$ cat config.mk
export PLATFORM = sky130hd
export DESIGN_NAME = cbps_ctrl
export DESIGN_NICKNAME = d
export VERILOG_FILES = /design/src/hdl/cbps_pkg.sv /design/src/hdl/cbps_ctrl.sv
export VERILOG_INCLUDE_DIRS = /design/src /design/src/hdl
export SDC_FILE = /design/constraint.sdc
export NUM_CORES = 1
export LEC_CHECK = 0
export BUFFER_PORTS_ARGS = -buffer_cell sky130_fd_sc_hd__buf_2
export CAP_MARGIN = 20
export CORE_AREA = 2 2 51 53
export CTS_CLUSTER_SIZE = 10
export DETAILED_ROUTE_END_ITERATION = 6
export DIE_AREA = 0 0 53 55
export HOLD_SLACK_MARGIN = 0.05
export PLACE_DENSITY_LB_ADDON = 0.3
export SYNTH_ARGS = -nofsm -noshare
export SYNTH_HDL_FRONTEND = slang
export SYNTH_SLANG_ARGS = --single-unit
$ cat constraint.sdc
create_clock -name clock -period 1.31 [get_ports clock]
set_input_delay 0.1965 -clock clock [delete_from_list [all_inputs] [get_ports clock]]
set_output_delay 0.1965 -clock clock [all_outputs]
set_load 0.01 [all_outputs]
$ cat src/hdl/cubic_bezier_path_sampler_macros.svh
// ----------------------------------------------------------------------------
// Cubic Bezier path sampler - assertion macros
// Shared concurrent check forms used by the sampler RTL.
// ----------------------------------------------------------------------------
`ifndef CUBIC_BEZIER_PATH_SAMPLER_MACROS_SVH
`define CUBIC_BEZIER_PATH_SAMPLER_MACROS_SVH

// same-cycle implication
`define CBPS_ASSERT_NOW(label, clk, rst, ante, cons) \
   label: assert property (@(posedge clk) disable iff (rst) (ante) |-> (cons)) \
      else $error("cbps: same-cycle check failed");

// next-cycle implication
`define CBPS_ASSERT_NEXT(label, clk, rst, ante, cons) \
   label: assert property (@(posedge clk) disable iff (rst) (ante) |=> (cons)) \
      else $error("cbps: next-cycle check failed");

`endif

$ cat src/hdl/cbps_pkg.sv
// ----------------------------------------------------------------------------
// Cubic Bezier path sampler - package
// Shared constants, controller states and controller/datapath interface types.
// ----------------------------------------------------------------------------
package cbps_pkg;

   localparam int COORD_WIDTH_DEF = 32;
   localparam int T_FRAC_BITS_DEF = 16;
   localparam int AXES            = 3;
   localparam int CNT_W           = 6;
   localparam logic [CNT_W-1:0] SEG_COUNT_RESET = CNT_W'(16);
   // two registered stages per lerp level, three levels
   localparam int PIPE_DEPTH      = 6;

   typedef enum logic [1:0] {
      ST_IDLE,
      ST_DIV,
      ST_RUN
   } ctrl_state_type;

   typedef struct packed {
      logic             load_knot;
      logic             div_init;
      logic             div_step;
      logic             issue;
      logic             last;
      logic [CNT_W-1:0] idx;
      logic [CNT_W-1:0] seg_n;
   } ctrl_cmd_type;

   typedef struct packed {
      logic adv;
      logic pipe_busy;
   } dp_status_type;

endpackage

$ cat src/hdl/cbps_ctrl.sv
// ----------------------------------------------------------------------------
// Cubic Bezier path sampler - controller
// Knot handshake, segment count register, divider sequencing, sample issue.
// ----------------------------------------------------------------------------
`include "cubic_bezier_path_sampler_macros.svh"

module cbps_ctrl
   import cbps_pkg::*;
#(
   parameter int T_FRAC_BITS = T_FRAC_BITS_DEF
) (
   input  logic             clock,
   input  logic             reset,
   input  logic             csr_we,
   input  logic [CNT_W-1:0] csr_wdata,
   input  logic             req_tvalid,
   output logic             req_tready,
   input  dp_status_type    sts,
   output ctrl_cmd_type     cmd
);

   localparam int STEP_W = $clog2(T_FRAC_BITS + 1);
   localparam logic [STEP_W-1:0] STEP_LAST = STEP_W'(T_FRAC_BITS);

   ctrl_state_type   state_ff, state_in;
   logic             have_prev_ff, have_prev_in;
   logic [CNT_W-1:0] segcnt_ff, segcnt_in;
   logic [STEP_W-1:0] step_ff, step_in;
   logic [CNT_W-1:0] idx_ff, idx_in;
   logic [CNT_W-1:0] n_eff;
   logic             accept;

   assign n_eff  = (segcnt_ff == '0) ? CNT_W'(1) : segcnt_ff;
   assign accept = req_tvalid && req_tready;

   // next state
   always_comb begin
      state_in = state_ff;
      unique case (state_ff)
         ST_IDLE: begin
            if (accept && have_prev_ff) state_in = ST_DIV;
         end
         ST_DIV: begin
            if (step_ff == STEP_LAST) state_in = ST_RUN;
         end
         ST_RUN: begin
            if (sts.adv && (idx_ff == n_eff)) state_in = ST_IDLE;
         end
         default: state_in = ST_IDLE;
      endcase
   end

   // outputs
   always_comb begin
      req_tready    = 1'b0;
      cmd.load_knot = accept;
      cmd.div_init  = accept;
      cmd.div_step  = 1'b0;
      cmd.issue     = 1'b0;
      cmd.last      = (idx_ff == n_eff);
      cmd.idx       = idx_ff;
      cmd.seg_n     = n_eff;
      unique case (state_ff)
         ST_IDLE: req_tready   = !sts.pipe_busy;
         ST_DIV:  cmd.div_step = 1'b1;
         ST_RUN:  cmd.issue    = sts.adv;
         default: req_tready   = 1'b0;
      endcase
   end

   // counters and registers
   always_comb begin
      have_prev_in = have_prev_ff | accept;
      segcnt_in    = csr_we ? csr_wdata : segcnt_ff;
      step_in      = step_ff;
      idx_in       = idx_ff;
      if (accept) begin
         step_in = '0;
         idx_in  = '0;
      end else begin
         if (state_ff == ST_DIV) step_in = step_ff + STEP_W'(1);
         if (cmd.issue)          idx_in  = idx_ff + CNT_W'(1);
      end
   end

   always_ff @(posedge clock) begin
      if (reset) begin
         state_ff     <= ST_IDLE;
         have_prev_ff <= 1'b0;
         segcnt_ff    <= SEG_COUNT_RESET;
         step_ff      <= '0;
         idx_ff       <= '0;
      end else begin
         state_ff     <= state_in;
         have_prev_ff <= have_prev_in;
         segcnt_ff    <= segcnt_in;
         step_ff      <= step_in;
         idx_ff       <= idx_in;
      end
   end

   `CBPS_ASSERT_NOW(a_ready_needs_empty_pipe, clock, reset, req_tready, !sts.pipe_busy)
   `CBPS_ASSERT_NEXT(a_last_issue_ends_run, clock, reset, cmd.issue && cmd.last, state_ff == ST_IDLE)
   `CBPS_ASSERT_NEXT(a_first_knot_no_run, clock, reset, accept && !have_prev_ff, state_ff == ST_IDLE)
   `CBPS_ASSERT_NEXT(a_knot_starts_div, clock, reset, accept && have_prev_ff, state_ff == ST_DIV)

endmodule

-- Yosys cells after proc, flatten, opt, wreduce, memory -nomap -nowiden
Index checks and enable logic that the tools add are counted.
- flip-flop bits (word level): 20
- bits in latches: 0
- memory bits (writable): 0
- bits in read-only memories: 0
- input port bits: 12
- output and inout port bits: 18
- word-level logic and storage cells: 31
- memories: 0
- add/subtract/negate cells: 2
- $mul: 0
- divide/modulo/power cells: 0
- order comparisons: 0
- equal/unequal tests: 7
- shifts and indexed selects: 0
- muxes and demuxes: 8
- bitwise operators: 1
- reductions and logical operators: 8
- operators with widths (kind ; count):
    $add 6x1->6 const B ; 1
    $eq 6x6->1 ; 1
    $logic_not 6->1 ; 1
    $mux 2 ; 3
    $mux 6 ; 1
    $ne 2x2->1 const B ; 3
    $pmux 2 s3 ; 1
    $add 5x1->5 const B ; 1
    $eq 5x5->1 const B ; 1
    $logic_and 1x1->1 ; 3
    $mux 1 ; 3
    $reduce_and 3->1 ; 1
    $eq 2x1->1 const B ; 1
    $eq 2x2->1 const B ; 1
    $logic_not 2->1 ; 1
    $reduce_or 2->1 ; 1
    $logic_not 1->1 ; 1
    $or 1x1->1 ; 1

-- Depth between registers and ports, before layout
- depth after elaboration: 6
- depth in mapped cells: 6
- gate-level depth less buffers: 6

-- Least setup slack after synthesis
Ideal clock, no wire load.
- kind: reg-to-reg
- from: register segcnt_ff[2]
- to: register state_ff[1]
- setup time: 0.128 ns
- arrival time: 1.375 ns
- path slack: -0.193 ns
- cell stages (with the launch flop): 5
- buffers on the path: 0
- clock period less this slack: 1.503 ns
- cells stage by stage: dfxtp_1 or3_4 o311a_1 nor4_2 o41ai_1
- RTL lines (element ; RTL line ; source):
    start: declaration ; cbps_ctrl.sv:27 ; logic [CNT_W-1:0] segcnt_ff, segcnt_in;
    start signal: assignment ; cbps_ctrl.sv:96 ; segcnt_ff <= segcnt_in;
    end signal: assignment ; cbps_ctrl.sv:94 ; state_ff <= state_in;
    end: declaration ; cbps_ctrl.sv:25 ; ctrl_state_type state_ff, state_in;

==> qor.txt <==
Routability Congestion = 0.7416
Worst EP arrival = 1660 ps
R2r endpoint = state_ff[1]$_SDFFE_PP0P_
Clock skew = 11.97 ps
Fmax = 537.6 MHz
Final Cycle Share = 1.420
CP Data Required Time = 1110 ps
Critical path class = flop to output pin
RSZ-0062 raised after global routing = yes
Syn avg cell area = 8.884 sq um
Ys Warns = 0
Pin count of the biggest net entering global routing = 12
Actual slew at the worst max-slew pin = 328.9 ps
Initial antenna violation count = 0
Mux contribution to synthesized area = 0.07170
Antenna diodes = 0
Yosys top cell by area = dfxtp_1
Cell family with most CP delay = simple AND/OR/NAND/NOR gates
Pwr/cell area = 849.5 nW/um^2
Critical Path Source Type = flop
WP buf/inv = 1
Mapped Nets = 125
Top cell type's share of synthesized area = 0.4097
Pwr Total = 1.189 mW
GR Util All Layers = 0.1600
CP cell instances = or3_4 > o311a_1 > nor4_4 > buf_2
Storage element area = 409.1 sq um
Initial drt markers = 3
Dpl hpwl = 1585 um
Slowest library cell on the worst path = or3_4
Die height = 55 um
Xor-xnor portion of the synthesized cell area = 0.1255
R2r startpoint = segcnt_ff[2]$_SDFFE_PP0P_
Grt total ovfl = 0
TritonCTS clock tree = yes
DRT Wirelength = 2210 um
Number of synthesized register bits = 20
Critical Path Fanout Max = 2
CTS HTree Levels = 1
Synth top area cells = dfxtp_1, nor2_1, mux2i_1, xnor2_1, xor2_1
Worst hold-check path type = input pin to flop
Filler Cell Count = 218
Row Count = 18
Synth Flop Type = dfxtp_1
Post-synthesis adder-cell area fraction = 0.03841
Synth Area in Simple Gates = 0.2138
P&R area growth vs syn = 43.28%
Vias per std cell = 4.792
Post-route minimum period = 1860 ps
R2R depth = 6
Buffers on Ports = 29
Final Cell Area = 1400 sq um
Remaining DRCs = 0
Synth cell count leaders = dfxtp_1, nor2_1
Violated checks = setup timing
Max clock buf depth = 2
Die width = 53 um
Layout cell share with drive strength beyond 1 = 0.4837
I/O pin count = 30
Hold path depth = 3
Clock sink total = 20
Area of the multi-input gates = 553.0 sq um
Drt pass-1 iters = 2
Cell count after synthesis = 110
Area post-placement = 1224 sq um
Number of global-route vias before repair = 781
Final setup margin = -550.1 ps
Clk root buf = clkbuf_4
Number of distinct library cells after synthesis = 29
Largest family of logic cells by synthesized area = simple AND/OR/NAND/NOR gates
Critical Path Sink Type = output pin
# nets final = 169
Async S/R FF share, synth = 0
Initial Util = 0.4132
Fin util = 0.5921
Status = finished, violations left
Total of max-cap violations = 0
Hold Crit Start = csr_wdata[4]
Pins Over Slew Limit = 0
Register area share after synthesis = 0.4097
Max incr delay on CP = 380 ps
Hold EP = segcnt_ff[4]$_SDFFE_PP1P_
Final hold vios = 0
First-pass GRT wire length = 3353 um
Register-to-register path setup slack = -230 ps
Rel. slew slack = 0.7784
Worst VDD drop = 527.2 uV
Worst skew pair latency = 300 ps
Final ANT Viol Nets = 0
Core Region = 2365 sq um
Final setup viols = 5
Vias after detailed routing = 877
Syn Std Cell Area = 977.2 sq um
Static leakage = 0.6559 nW
DR WL/cell = 12.08 um
Die area = 2915 sq um
CTS Buf Count = 3
EDFF count, synth = 0
Synth Area in Compound Gates = 0.05250
Reg clk slew, reported paths = 120 ps
[power breakdown]
| part | switching (mW) | internal [mW] | total (mW) |
|---|---|---|---|
| Combinational | 0.0887 | 0.105 | 0.194 |
| Clock | 0.193 | 0.169 | 0.363 |
| Sequential | 0.0123 | 0.620 | 0.633 |
[cell families after synthesis]
kind of cell | Yosys count
XOR/XNOR | 14
AND/OR/NAND/NOR | 41
buffers and inverters | 18
flip-flops | 20
adder cells (fa/ha/maj) | 3
AO/OA/AOI/OAI | 7
multiplexers | 7
[worst max-delay path by stage]
stage | start | endpoint | slack [ps] | cells past startpoint
2_1_floorplan | segcnt_ff[2]$_SDFFE_PP0P_ | state_ff[1]$_SDFFE_PP0P_ | -140 | 4
3_3_place_gp | segcnt_ff[2]$_SDFFE_PP0P_ | cmd[12] | -230 | 4
3_5_place_dp | segcnt_ff[2]$_SDFFE_PP0P_ | cmd[12] | -230 | 4
4_1_cts | segcnt_ff[2]$_SDFFE_PP0P_ | cmd[12] | -570 | 4
5_1_grt | segcnt_ff[2]$_SDFFE_PP0P_ | cmd[12] | -620 | 4
6_report | segcnt_ff[2]$_SDFFE_PP0P_ | cmd[12] | -550 | 4
[stage by stage]
stage | std cells | setup WS, ps | hold WS, ps | TNS (ps)
finish | 183 | -550.1 | 117.4 | -1454
global route | 183 | -615.3 | 129.6 | -1960
CTS | 181 | -570.0 | 117.7 | -1359
detailed placement | 172 | -232.9 | 441.3 | -414.6
global placement | 172 | -232.0 | 438.5 | -407.8
floorplan | 110 | -135.2 | 325.1 | -251.2
[worst register-to-register path: cells and delay by family, from the launching register on]
family,cells,cell delay (ps)
AND/OR/NAND/NOR,3,640
flip-flops,1,340
AO/OA/AOI/OAI,1,170
buffers and inverters,2,290
[sequential cells by signal (all words and copies together), names as in the netlist]
signal,count
segcnt_ff,6
step_ff,5
have_prev_ff,1
state_ff,2
idx_ff,6
[cell usage in the layout (no fill, tap or decap), drive strengths merged]
| cell type | n |
|---|---|
| o41ai | 1 |
| a31oi | 1 |
| dfxtp | 20 |
| nand2 | 6 |
| clkbuf | 4 |
| nor4 | 3 |
| o31ai | 1 |
| o311a | 1 |
| nor3 | 2 |
| nand4 | 5 |
| and3 | 1 |
| inv | 6 |
| buf | 51 |
| nor2 | 20 |
| or3 | 1 |
| and3b | 1 |
| a21oi | 1 |
| and2 | 1 |
| ha | 3 |
| xnor2 | 7 |
| o21ai | 1 |
| or2 | 1 |
| mux2i | 7 |
| a2bb2oi | 1 |
| xor2 | 7 |
[per-layer routing]
layer / part of all wire / track usage / routed length (um)
met1: 0.43 / 0.1841 / 955
met2: 0.51 / 0.2833 / 1134
met3: 0.033 / 0.02419 / 74
met4: 0.021 / 0.09402 / 46
met5: 0 / 0 / 0
[timing repair]
action | 4_1_cts | 5_1_grt
hold buffers | 0 | 0
gates resized for setup | 10 | 14
pin swaps | 2 | 7
setup buffers | 5 | 2
endpoints found under the setup margin | 7 | 7
[cell type report]
type	instances	area share
flip-flops and latches	20	0.2922
clock buffers	4	0.02592
multi-input cells	72	0.3950
repair buffers	51	0.2440
inverters	6	0.01609
well taps	30	0.02681
Power figures use the tool's default switching activity.
